## src/acs_pkg.sv

```systemverilog
// Package with the action codes, character constants and text of the AT command serializer.
package acs_pkg;

    localparam logic [2:0] ACT_PLAY_FILE     = 3'd0;
    localparam logic [2:0] ACT_SET_VOLUME    = 3'd1;
    localparam logic [2:0] ACT_QUERY_CURRENT = 3'd2;
    localparam logic [2:0] ACT_QUERY_TOTAL   = 3'd3;
    localparam logic [2:0] ACT_LED_OFF       = 3'd4;
    localparam logic [2:0] ACT_PLAY_MODE     = 3'd5;

    // Register index decoded from paddr[2].
    localparam logic REG_VOLUME_LIMIT = 1'b0;
    localparam logic [7:0] VOLUME_LIMIT_RESET = 8'd30;

    localparam logic [7:0] CHAR_ZERO = 8'h30;
    localparam logic [7:0] CHAR_CR   = 8'h0d;
    localparam logic [7:0] CHAR_LF   = 8'h0a;

    // Text is right-aligned: the first character sits in the highest used byte.
    localparam logic [127:0] TXT_PLAYNUM = {40'h0, "AT+PLAYNUM="};
    localparam logic [127:0] TXT_VOL     = {72'h0, "AT+VOL="};
    localparam logic [127:0] TXT_QUERY1  = {32'h0, "AT+QUERY=1", CHAR_CR, CHAR_LF};
    localparam logic [127:0] TXT_QUERY2  = {32'h0, "AT+QUERY=2", CHAR_CR, CHAR_LF};
    localparam logic [127:0] TXT_LED     = {32'h0, "AT+LED=OFF", CHAR_CR, CHAR_LF};
    localparam logic [127:0] TXT_MODE    = {8'h0, "AT+PLAYMODE=3", CHAR_CR, CHAR_LF};

    localparam logic [3:0] LEN_PLAYNUM = 4'd11;
    localparam logic [3:0] LEN_VOL     = 4'd7;
    localparam logic [3:0] LEN_QUERY   = 4'd12;
    localparam logic [3:0] LEN_LED     = 4'd12;
    localparam logic [3:0] LEN_MODE    = 4'd15;

    function automatic logic [7:0] text_byte(input logic [127:0] txt, input logic [3:0] len,
                                             input logic [3:0] idx);
        logic [3:0] pos;
        pos = len - 4'd1 - idx;
        return txt[{pos, 3'b000} +: 8];
    endfunction

endpackage

```

## src/at_command_serializer_unit.sv

```systemverilog
// Top level of the AT command serializer: APB register, item register, byte sequencer, output register.
// The first byte of a line reaches out_byte through the item register, the byte sequencer and the output register.
// Throughput: one byte per cycle while out_ready is not held low; a line is 10 to 16 bytes long, walked by the
// byte sequencer, and the next item waits in the item register meanwhile.
// Actions 6 and 7 are taken and produce no bytes.
// Reset (rst_n low, asynchronous) empties all stages and sets volume_limit to 30.
module at_command_serializer_unit (
    input  logic        clk,
    input  logic        rst_n,
    input  logic        psel,
    input  logic        penable,
    input  logic        pwrite,
    input  logic [2:0]  paddr,
    input  logic [31:0] pwdata,
    output logic [31:0] prdata,
    output logic        pready,
    input  logic        in_valid,
    output logic        in_ready,
    input  logic [2:0]  action,
    input  logic [7:0]  value,
    output logic        out_valid,
    input  logic        out_ready,
    output logic [7:0]  out_byte,
    output logic        last
);

    logic [7:0] volume_limit_reg;

    logic       item_valid_reg;
    logic [2:0] item_action_reg;
    logic [7:0] item_value_reg;

    logic       seq_valid_reg;
    logic [2:0] seq_action_reg;
    logic [3:0] seq_idx_reg;
    logic [3:0] hund_reg;
    logic [3:0] tens_reg;
    logic [3:0] units_reg;
    logic [1:0] ndig_reg;

    logic       out_valid_reg;
    logic [7:0] out_byte_reg;
    logic       last_reg;

    logic       in_xfer;
    logic       seq_adv;
    logic       seq_load;
    logic       seq_done;
    logic [7:0] clamped_value;

    logic [3:0] hund_next;
    logic [6:0] rem_value;
    logic [14:0] tens_prod;
    logic [3:0] tens_next;
    logic [3:0] units_next;
    logic [1:0] ndig_next;

    logic [3:0] pre_len;
    logic [3:0] line_len;
    logic [3:0] dig_pos;
    logic [3:0] digit;
    logic [7:0] cur_byte;
    logic       cur_last;

    // Configuration port
    assign pready = 1'b1;
    assign prdata = (paddr[2] == acs_pkg::REG_VOLUME_LIMIT) ? {24'h0, volume_limit_reg} : 32'h0;

    always_ff @(posedge clk or negedge rst_n)
    begin
        if (!rst_n)
        begin
            volume_limit_reg <= acs_pkg::VOLUME_LIMIT_RESET;
        end
        else if (psel && penable && pwrite && pready && paddr[2] == acs_pkg::REG_VOLUME_LIMIT)
        begin
            volume_limit_reg <= pwdata[7:0];
        end
    end

    // Handshake control
    assign seq_adv  = seq_valid_reg && (!out_valid_reg || out_ready);
    assign seq_done = seq_adv && cur_last;
    assign seq_load = item_valid_reg && (!seq_valid_reg || seq_done);
    assign in_ready = !item_valid_reg || seq_load;
    assign in_xfer  = in_valid && in_ready;

    assign clamped_value = (action == acs_pkg::ACT_SET_VOLUME && value > volume_limit_reg)
                           ? volume_limit_reg : value;

    // Item register; unused action codes are dropped here.
    always_ff @(posedge clk or negedge rst_n)
    begin
        if (!rst_n)
        begin
            item_valid_reg <= 1'b0;
        end
        else if (in_xfer)
        begin
            item_valid_reg <= (action <= acs_pkg::ACT_PLAY_MODE);
        end
        else if (seq_load)
        begin
            item_valid_reg <= 1'b0;
        end
    end

    always_ff @(posedge clk)
    begin
        if (in_xfer)
        begin
            item_action_reg <= action;
            item_value_reg  <= clamped_value;
        end
    end

    // Decimal split of the item value. The tens digit uses 205/2048 as 1/10,
    // which is exact for remainders below 100.
    always_comb
    begin
        if (item_value_reg >= 8'd200)
        begin
            hund_next = 4'd2;
            rem_value = 7'(item_value_reg - 8'd200);
        end
        else if (item_value_reg >= 8'd100)
        begin
            hund_next = 4'd1;
            rem_value = 7'(item_value_reg - 8'd100);
        end
        else
        begin
            hund_next = 4'd0;
            rem_value = item_value_reg[6:0];
        end
        tens_prod  = 15'(rem_value) * 15'd205;
        tens_next  = tens_prod[14:11];
        units_next = 4'(rem_value - 7'(tens_next) * 7'd10);
        if (hund_next != 4'd0)
        begin
            ndig_next = 2'd3;
        end
        else if (tens_next != 4'd0)
        begin
            ndig_next = 2'd2;
        end
        else
        begin
            ndig_next = 2'd1;
        end
    end

    // Byte sequencer
    always_ff @(posedge clk or negedge rst_n)
    begin
        if (!rst_n)
        begin
            seq_valid_reg <= 1'b0;
            seq_idx_reg   <= 4'd0;
        end
        else if (seq_load)
        begin
            seq_valid_reg <= 1'b1;
            seq_idx_reg   <= 4'd0;
        end
        else if (seq_done)
        begin
            seq_valid_reg <= 1'b0;
        end
        else if (seq_adv)
        begin
            seq_idx_reg <= seq_idx_reg + 4'd1;
        end
    end

    always_ff @(posedge clk)
    begin
        if (seq_load)
        begin
            seq_action_reg <= item_action_reg;
            hund_reg       <= hund_next;
            tens_reg       <= tens_next;
            units_reg      <= units_next;
            ndig_reg       <= ndig_next;
        end
    end

    always_comb
    begin
        pre_len = (seq_action_reg == acs_pkg::ACT_PLAY_FILE) ? acs_pkg::LEN_PLAYNUM
                                                             : acs_pkg::LEN_VOL;
        dig_pos = seq_idx_reg - pre_len;
        if (dig_pos == 4'({2'b00, ndig_reg} - 4'd1))
        begin
            digit = units_reg;
        end
        else if (dig_pos == 4'({2'b00, ndig_reg} - 4'd2))
        begin
            digit = tens_reg;
        end
        else
        begin
            digit = hund_reg;
        end

        line_len = 4'd0;
        cur_byte = 8'h00;
        unique case (seq_action_reg)
            acs_pkg::ACT_PLAY_FILE, acs_pkg::ACT_SET_VOLUME:
            begin
                line_len = 4'(pre_len + {2'b00, ndig_reg} + 4'd2);
                if (seq_idx_reg < pre_len)
                begin
                    cur_byte = (seq_action_reg == acs_pkg::ACT_PLAY_FILE)
                        ? acs_pkg::text_byte(acs_pkg::TXT_PLAYNUM, pre_len, seq_idx_reg)
                        : acs_pkg::text_byte(acs_pkg::TXT_VOL, pre_len, seq_idx_reg);
                end
                else if (dig_pos < {2'b00, ndig_reg})
                begin
                    cur_byte = acs_pkg::CHAR_ZERO + {4'h0, digit};
                end
                else if (dig_pos == {2'b00, ndig_reg})
                begin
                    cur_byte = acs_pkg::CHAR_CR;
                end
                else
                begin
                    cur_byte = acs_pkg::CHAR_LF;
                end
            end
            acs_pkg::ACT_QUERY_CURRENT:
            begin
                line_len = acs_pkg::LEN_QUERY;
                cur_byte = acs_pkg::text_byte(acs_pkg::TXT_QUERY1, line_len, seq_idx_reg);
            end
            acs_pkg::ACT_QUERY_TOTAL:
            begin
                line_len = acs_pkg::LEN_QUERY;
                cur_byte = acs_pkg::text_byte(acs_pkg::TXT_QUERY2, line_len, seq_idx_reg);
            end
            acs_pkg::ACT_LED_OFF:
            begin
                line_len = acs_pkg::LEN_LED;
                cur_byte = acs_pkg::text_byte(acs_pkg::TXT_LED, line_len, seq_idx_reg);
            end
            acs_pkg::ACT_PLAY_MODE:
            begin
                line_len = acs_pkg::LEN_MODE;
                cur_byte = acs_pkg::text_byte(acs_pkg::TXT_MODE, line_len, seq_idx_reg);
            end
            default:
            begin
                line_len = 4'd1;
                cur_byte = 8'h00;
            end
        endcase
        cur_last = (seq_idx_reg == 4'(line_len - 4'd1));
    end

    // Output register
    always_ff @(posedge clk or negedge rst_n)
    begin
        if (!rst_n)
        begin
            out_valid_reg <= 1'b0;
        end
        else if (seq_adv)
        begin
            out_valid_reg <= 1'b1;
        end
        else if (out_ready)
        begin
            out_valid_reg <= 1'b0;
        end
    end

    always_ff @(posedge clk)
    begin
        if (seq_adv)
        begin
            out_byte_reg <= cur_byte;
            last_reg     <= cur_last;
        end
    end

    assign out_valid = out_valid_reg;
    assign out_byte  = out_byte_reg;
    assign last      = last_reg;

    a_item_action_used: assert property (@(posedge clk) disable iff (!rst_n)
        item_valid_reg |-> item_action_reg <= acs_pkg::ACT_PLAY_MODE)
        else $error("item register holds an unused action code");

    a_digits_decimal: assert property (@(posedge clk) disable iff (!rst_n)
        seq_valid_reg |-> hund_reg <= 4'd2 && tens_reg <= 4'd9 && units_reg <= 4'd9
                          && ndig_reg != 2'd0)
        else $error("decimal digits out of range");

    // A 16-byte line wraps line_len to zero, so the bound is taken as length minus one.
    a_index_in_line: assert property (@(posedge clk) disable iff (!rst_n)
        seq_valid_reg |-> seq_idx_reg <= 4'(line_len - 4'd1))
        else $error("sequencer index ran past the end of the line");

    a_last_is_lf: assert property (@(posedge clk) disable iff (!rst_n)
        out_valid_reg && last_reg |-> out_byte_reg == acs_pkg::CHAR_LF)
        else $error("final byte of a line is not a line feed");

endmodule
```

## config.mk

```make
export PLATFORM = sky130hd
export DESIGN_NAME = at_command_serializer_unit
export DESIGN_NICKNAME = d
export VERILOG_FILES = /design/src/acs_pkg.sv /design/src/at_command_serializer_unit.sv
export SDC_FILE = /design/constraint.sdc
export NUM_CORES = 1
export LEC_CHECK = 0
export ABC_AREA = 1
export BUFFER_PORTS_ARGS = -buffer_cell sky130_fd_sc_hd__buf_2
export CORE_UTILIZATION = 40
export CTS_CLUSTER_SIZE = 12
export DETAILED_ROUTE_END_ITERATION = 12
export GPL_ROUTABILITY_DRIVEN = 0
export HOLD_SLACK_MARGIN = 0.1
export PLACE_DENSITY = 0.73
export SETUP_SLACK_MARGIN = 0.3
export SLEW_MARGIN = 5
export SYNTH_ARGS = -nofsm -noshare
export SYNTH_HDL_FRONTEND = slang
export SYNTH_SLANG_ARGS = --single-unit
```

## constraint.sdc

```tcl
create_clock -name clk -period 14.3 [get_ports clk]
set_input_delay 1.43 -clock clk [delete_from_list [all_inputs] [get_ports clk]]
set_output_delay 1.43 -clock clk [all_outputs]
set_load 0.02 [all_outputs]
```

==> run summary, run 1 <==
Largest driver fanout on the critical path: 7. The initial detailed-routing violation count came out at 253. In this run, post-CTS hold repair placed 0 buffers.

Global routing finished with a remaining overflow of 0. The TritonCTS buffer count came out at 5. STA classifies the critical path endpoint as a flip-flop.

Dividing the detail-routed wire length by the instance count gives 11.7 um. At the later pin of the worst-skew pair, clock insertion delay measures 290 ps. Detailed placement finished with a half-perimeter wire length of 8.28 mm.

For this run, the leading register cell type out of synthesis is edfxtp_1. Measured along the y axis, the die boundary spans 114 um. Master of the slowest instance on the critical path: fa_1.

Across the run, the number of max-cap violations was 0. The worst path uses 38.7% of the clock period. The first global-routing pass estimated 17.7 mm of wire. The flow ran to the end, and the final reports show no timing, DRC or antenna violations. The post-synthesis average cell area was 7.58 um2.

Once the floorplan was initialized, standard cells occupied 41.3% of the core. Together, buffers and inverters on the worst path number 3. For the maximum level of the CTS H-tree, the log shows 2. Signal routing reaches up to met4. Die extent in x: 114 um. The relative slew slack was 55.9%. Fmax: 181 MHz.

Number of global-route vias before repair: 3,954. Number of flops mapped to enable cells by yosys: 34. Compared with the post-synthesis result, the final layout area differs by 8.93%.

In this run the remaining antenna-violating nets after routing total 0. Once the clock tree was built, the resizer swapped 0 gates to a different size. The min-delay analysis places its worst path in the category flip-flop to flip-flop. The number of distinct library cells after synthesis was 49; the number of setup violations in the final report was 0.

In this run the tool buffered the top-level ports with 44 buffer cells. Summed over all layers, the routed wires come to 10.2 mm. The fraction of layout instances using a drive strength above 1 was 11.8%; the cell row count was 40. The mapped netlist covers 5000 um2. The number of synthesized register bits came out at 49.

For this run, asynchronously set or reset flops after synthesis account for 30.6%. The shortest period the worst path allows was 5530 ps; the clock transition at the registers of the reported paths was 80 ps. Wire segments on met2 add up to 4.63 mm in the final route. The tools report the clock tree root buffer cell as clkbuf_16. The cell depth of the worst hold path came out at 0. The total number of clock tree sinks is 49. Setup repair after global routing left no endpoint under its margin. The critical path is of the flip-flop to flip-flop type. Global routing used 16.6% of the available tracks across all layers. The detailed-route DRC error count is 0, and the count of cell instances traversed by the critical path is 25. In the final timing run, aggregate negative setup slack is 0 ps. Wire segments on met3 add up to 633 um in the final route. In this run the post-CTS setup repair buffer count came out at 0. For the pin with the worst max-slew slack, the measured transition is 661 ps. The run gives 0 as the hold violation count in the final report.

On the worst path, the slowest cell contributes a delay of 490 ps. Dividing total power by cell area gives a power density of 235 nW/um2. The arrival time reported for the critical path endpoint came out at 5560 ps. The tools report the number of antenna violations at the first check in global routing as 0.

Hold is met by 424 ps. Sequential cells were found to cover 28.0% of the synthesized design area. Final worst clock skew: 9.92 ps. The run gives 13,000 um2 as the die footprint.

Total routed wire length on the met1 layer: 4.80 mm. The detailed router placed 4,258 vias in this run. In this run the count of I/O pins placed on the die edge is 97. The number of pins with negative max-slew slack in the final report is 0, and the warning count from the yosys run is 0. After detailed routing, the number of vias per cell comes to 4.90. The cell count of the worst reg-to-reg path is 25. The longest clock path from root to sink contains 2 buffers. In the final design database the tool counted 829 nets. The logs give 12,100 um2 for the core area and 14,330 ps for the endpoint required time on the critical path. For this design the static power due to leakage is 2.78 nW. The launching element type of the critical path is a flip-flop.

Synthesis handed over a netlist of 660 instances. 0 antenna diodes ended up in the layout. The pin count of the biggest net entering global routing is 20. Across the VDD grid, the largest voltage drop is 0.0785 mV. The pre-antenna-repair detailed-routing pass consisted of 4 iterations. The library cell appearing most often on the critical path is nand2_1. TritonCTS built the clock tree.

Grouping stages by cell kind, the critical path spends the most delay in adder cells.
## kinds of logic (layout without fill, tap and decap cells)
group / Yosys count / after routing / synth area share (%)
AND/OR/NAND/NOR: 254 / 254 / 22.6
buffers and inverters: 148 / 165 / 13.3
AO/OA/AOI/OAI: 122 / 122 / 14.1
adder cells (fa/ha/maj): 76 / 76 / 20.2
flip-flops: 49 / 49 / 28.0
XOR/XNOR: 9 / 9 / 1.73
other: 2 / 26 / 0.150
## worst reg2reg max path, stage by stage, from the launching register on
cell and delay [ps]:
edfxtp_1 430, inv_1 190, ha_1 260, nand2_1 70
nand2_1 80, nand2_2 100, nand2_1 80, nor2_1 30
o21ai_0 220, o21ai_0 260, ha_1 420, fa_1 480
ha_1 290, inv_1 50, fa_1 490, inv_1 40
ha_1 350, a21oi_1 220, o21a_1 140, nor2_1 30
a2111oi_0 450, nand2_1 100, nand2_1 80, nand2_1 90
nor3_2 240, nand3_1 100
## metrics by stage
stage | std cells | utilization [%] | setup WS (ps) | total power, W | area, um2
final | 869 | 45.0 | 8770 | 0.00128 | 5450
after global routing | 869 | 45.0 | 8170 | 0.00143 | 5450
after CTS | 869 | 45.0 | 8740 | 0.00128 | 5450
after detailed placement | 861 | 43.7 | 8770 | 0.00115 | 5290
after global placement | 861 | 43.7 | 8750 | 0.00113 | 5290
after floorplan | 684 | - | 9440 | 0.000956 | 5090
## synthesized netlist by cell type (4+ instances only)
| library cell | count | area share [%] |
|---|---|---|
| a21oi_1 | 39 | 3.9 |
| xor2_1 | 8 | 1.4 |
| nand2_2 | 7 | 0.88 |
| nand4_1 | 5 | 0.63 |
| nor3_1 | 8 | 0.80 |
| nand3_1 | 44 | 4.4 |
| buf_4 | 27 | 4.1 |
| inv_1 | 109 | 8.2 |
| o21ai_0 | 44 | 4.4 |
| dfrtp_1 | 11 | 5.5 |
| edfxtp_1 | 34 | 20 |
| nand2_1 | 126 | 9.5 |
| nor2_1 | 49 | 3.7 |
| ha_1 | 68 | 17 |
| o21ai_1 | 6 | 0.60 |
| o211ai_1 | 6 | 0.90 |
| dfstp_2 | 4 | 2.1 |
| clkbuf_1 | 6 | 0.45 |
| fa_1 | 8 | 3.2 |
## placed cells by master (no fill, tap or decap), types with 4 or more instances in the layout
master and count:
nand4_1 5, nor2_1 49, a21oi_1 39, o211ai_1 6
o21ai_1 6, inv_1 109, clkbuf_16 5, nor3_1 8
dfrtp_1 11, xor2_1 8, buf_2 44, fa_1 8
nand3_1 44, nand2_1 126, nand2_2 7, o21ai_0 44
dfstp_2 4, ha_1 68, conb_1 26, edfxtp_1 34
## layout make-up
cell class	count	area, um2
Fill cell	1235	6660
Multi-Input combinational cell	487	3030
Sequential cell	49	1400
Inverter	112	423
Timing Repair Buffer	45	228
Tap cell	168	210
Clock buffer	5	125
Clock inverter	3	33.8
## layer usage
layer / up-vias / global-route usage [%]
met2: 132 / 27.7
met3: 16 / 2.92
li1: 2218 / -
met5: - / 0
met1: 1892 / 22.6
met4: 0 / 3.38
## path summary, 6_finish.rpt
path	from	end	slack (ps)
max in group asynchronous	rst_n	volume_limit_reg[4]$_DFFE_PN1P_	12970
hold / removal	item_action_reg[0]$_DFFE_PP_	seq_action_reg[0]$_DFFE_PP_	420
min in group asynchronous	rst_n	volume_limit_reg[0]$_DFFE_PN0P_	1030
setup reg to reg	item_value_reg[3]$_DFFE_PP_	ndig_reg[1]$_SDFFCE_PP1P_	8770
setup / recovery	item_value_reg[3]$_DFFE_PP_	ndig_reg[1]$_SDFFCE_PP1P_	8770
hold reg to reg	item_action_reg[0]$_DFFE_PP_	seq_action_reg[0]$_DFFE_PP_	420
## power by group
group	internal, W	switching (W)
clock network	0.0000670	0.0000554
logic	0.000319	0.000598
registers	0.000211	0.0000281
(Power assumes the default switching activity.)
==> inputs of run 2 (changes only) <==
==> constraint.sdc (replaced) <==
create_clock -name clk -period 5.75 [get_ports clk]
set_input_delay 0.575 -clock clk [delete_from_list [all_inputs] [get_ports clk]]
set_output_delay 0.575 -clock clk [all_outputs]
set_load 0.02 [all_outputs]
==> run 2 against run 1 <==
Against the previous run: first-iteration DRC count decreased by 1.6%; sequential share of layout area decreased by 0.65 points; cell count increased by 0.58%; clock power increased to 2.8 times the previous value; sequential cell count unchanged; register-to-register slack got worse by 8200 ps; clock-buffer cell count unchanged; largest cell class unchanged; highest routed layer unchanged.
==> run summary, run 2 (synthesis gave the netlist of run 1 again) <==
The run finished with clean final reports. The run gives 194 MHz (+7.2%) as the fmax. The logs give 40 (unchanged) for the cell row count and 6.65 ps (-3.27 ps) for the final worst clock skew. For the total wirelength of the detailed-routed design, the log shows 10.4 mm (+2.3%). The worst setup path is launched from a flip-flop. The via count came out at 4,267 (+0.21%).

For the initial core utilization, the log shows 41.3% (unchanged). The logs give 2 (unchanged) for the number of buffers between clock root and the deepest sink and 592 ps (-8180 ps) for the final critical-path setup slack. The total routing resource utilization after global routing is 16.8% (+0.15 points). STA classifies the critical path endpoint as a flip-flop. Final non-filler cell area: 5590 um2 (+2.6%). For the number of antenna violations at the first check in global routing, the log shows 0 (unchanged).

The run gives 5 (unchanged) as the TritonCTS buffer count. Category of the most critical setup path: flip-flop to flip-flop. The fraction of layout instances using a drive strength above 1 was 14.7% (+2.9 points); the die extent in x was 114 um (unchanged). Final non-filler cell total: 874 (+0.58%). The final period utilization came out at 89.7% (+51 points). The stage delay of the slowest cell on the critical path was 490 ps (about the same); the number of antenna repair diodes was 0 (unchanged). Library cell appearing most often on the critical path: nand2_1. The slowest stage of the critical path belongs to the cell fa_1. Total number of clock tree sinks: 49 (unchanged). The tools report the pin count of the biggest net entering global routing as 20 (unchanged).

The initial detailed-routing violation count was 249 (-1.6%); the detailed-router iteration count before antenna repair was 5 (+1). The first-pass GRT wire length is 17.7 mm (+0.20%). The max-cap violation count is 0 (unchanged), and the worst slack at placement is 225 ps (-8540 ps). For the endpoint required time on the critical path, the log shows 5800 ps (-8530 ps).

The shortest period the worst path allows is 5160 ps (-370 ps). The tools report the post-detailed-placement half-perimeter wirelength as 8.21 mm (-0.85%). Class of the tightest hold or removal check: input pin to asynchronous set/reset pin. The worst ir drop on vdd was 0.225 mV (+190%).

The tools report the number of pins with negative max-slew slack in the final report as 0 (unchanged). The run gives 0 (unchanged) as the hold violation count in the final report. The count of boundary I/O pins came out at 97 (unchanged). The tools report the relative slew slack as 53.9% (-2.0 points).

The ratio of total power to cell area is 606 nW/um2 (+160%), and the core area is 12,100 um2 (unchanged). For the final setup TNS, the log shows 0 ps (unchanged). The die boundary height is 114 um (unchanged). The tools report the fill cell instance count of the final layout as 1,218 (-1.4%). The clock latency at the later pin of the worst-skew pair is 290 ps (about the same).

The arrival time reported for the critical path endpoint is 5200 ps (-360 ps), and the die footprint is 13,000 um2 (unchanged). The count of input and output buffers is 44 (unchanged), and the ratio of routed vias to standard cells is 4.88 (-0.36%). TritonCTS built the clock tree. The run gives 2.82 nW (+1.5%) as the static leakage power. Remaining global-route overflow: 0 (unchanged). The library cells used most frequently in the layout, excluding fill and tap cells, are nand2_1, inv_1, ha_1, nor2_1, buf_2. The leading cell type in the layout, fill and taps excluded is nand2_1. The run gives 862 (+0.12%) as the number of cells in the design after placement. For the maximum level of the CTS H-tree, the log shows 2 (unchanged). The run gives 0 (unchanged) as the detailed-route DRC error count. For the cell area after placement, the log shows 5300 um2 (+0.14%).

Largest driver fanout on the critical path: 6 (-1). The share of the core filled with cells in the final layout is 46.1% (+1.2 points), and the detailed-route wire length per cell is 11.9 um (+1.7%). The actual slew at the worst max-slew pin was 691 ps (+30.1 ps). The clock tree root buffer cell is clkbuf_16. The clock transition at the registers of the reported paths was 70 ps (about the same). Setup repair after global routing could not meet its margin everywhere. For the number of global-route vias before repair, the log shows 3,922 (-0.81%). The final antenna-violating net count is 0 (unchanged), and the number of setup violations in the final report is 0 (unchanged). The final-stage net count is 834 (+0.60%), and the synthesis-to-finish area growth is 11.8%.
==> run 2: worst paths after layout <==
| check | from | slack [ps] | cells past startpoint | to |
|---|---|---|---|---|
| worst max-delay path | item_value_reg[2]$_DFFE_PP_ | 590 | 30 | units_reg[3]$_DFFE_PP_ |
| worst min-delay path | rst_n | 180 | 1 | seq_idx_reg[3]$_DFFE_PN0P_ |
| worst max register to register | item_value_reg[2]$_DFFE_PP_ | 590 | 30 | units_reg[3]$_DFFE_PP_ |
| worst min register to register | item_action_reg[2]$_DFFE_PP_ | 420 | 0 | seq_action_reg[2]$_DFFE_PP_ |
| max in group asynchronous | rst_n | 5260 | 1 | volume_limit_reg[4]$_DFFE_PN1P_ |
| min in group clk | item_action_reg[2]$_DFFE_PP_ | 420 | 0 | seq_action_reg[2]$_DFFE_PP_ |
==> run 2: metal layers <==
metal | vias up | part of all wire, % | global-route usage, %
met1 | 1919 | 47 | 23.2
met2 | 114 | 46 | 27.5
met5 | - | 0 | 0
met3 | 10 | 5.1 | 2.60
li1 | 2224 | - | -
met4 | 0 | 1.1 | 4.07
==> run 2: timing repair <==
| item | in CTS | in global routing |
|---|---|---|
| pin swaps | 1 | 2 |
| hold buffers | 0 | 0 |
| endpoints found under the setup margin | 3 | 5 |
| resized for setup | 2 | 16 |
| buffers inserted | 1 | 3 |
| gates cloned | 0 | 0 |
==> run 2: stage by stage <==
| stage | power, W | hold WS (ps) |
|---|---|---|
| after floorplan | 0.00238 | 279 |
| after global placement | 0.00281 | 402 |
| after detailed placement | 0.00284 | 406 |
| after CTS | 0.00322 | 186 |
| after global routing | 0.00376 | 198 |
| final | 0.00339 | 183 |
==> run 2: power by group <==
part           switching (W)  internal (W)
sequential         0.0000705      0.000524
clock               0.000138      0.000209
combinational        0.00157      0.000873
total                0.00178       0.00161
==> run 2: worst max-delay path, delay by kind of cell, from the launching register on <==
kind                       cells  cell delay (ps)
AOI/OAI and AO/OA              4              580
xor gates and xnor gates       1              160
adders and majority gates      7             2210
buffers and inverters          7              570
DFF                            1              440
and+or+nand+nor               11              920
==> run 2: cell type report <==
type / instances / area, um2 / area share, %
Clock buffer: 5 / 125 / 2.24
Clock inverter: 3 / 50.0 / 0.895
Sequential cell: 49 / 1400 / 25.1
Multi-Input combinational cell: 487 / 3110 / 55.7
Timing Repair Buffer: 50 / 265 / 4.75
Inverter: 112 / 423 / 7.57
Tap cell: 168 / 210 / 3.76
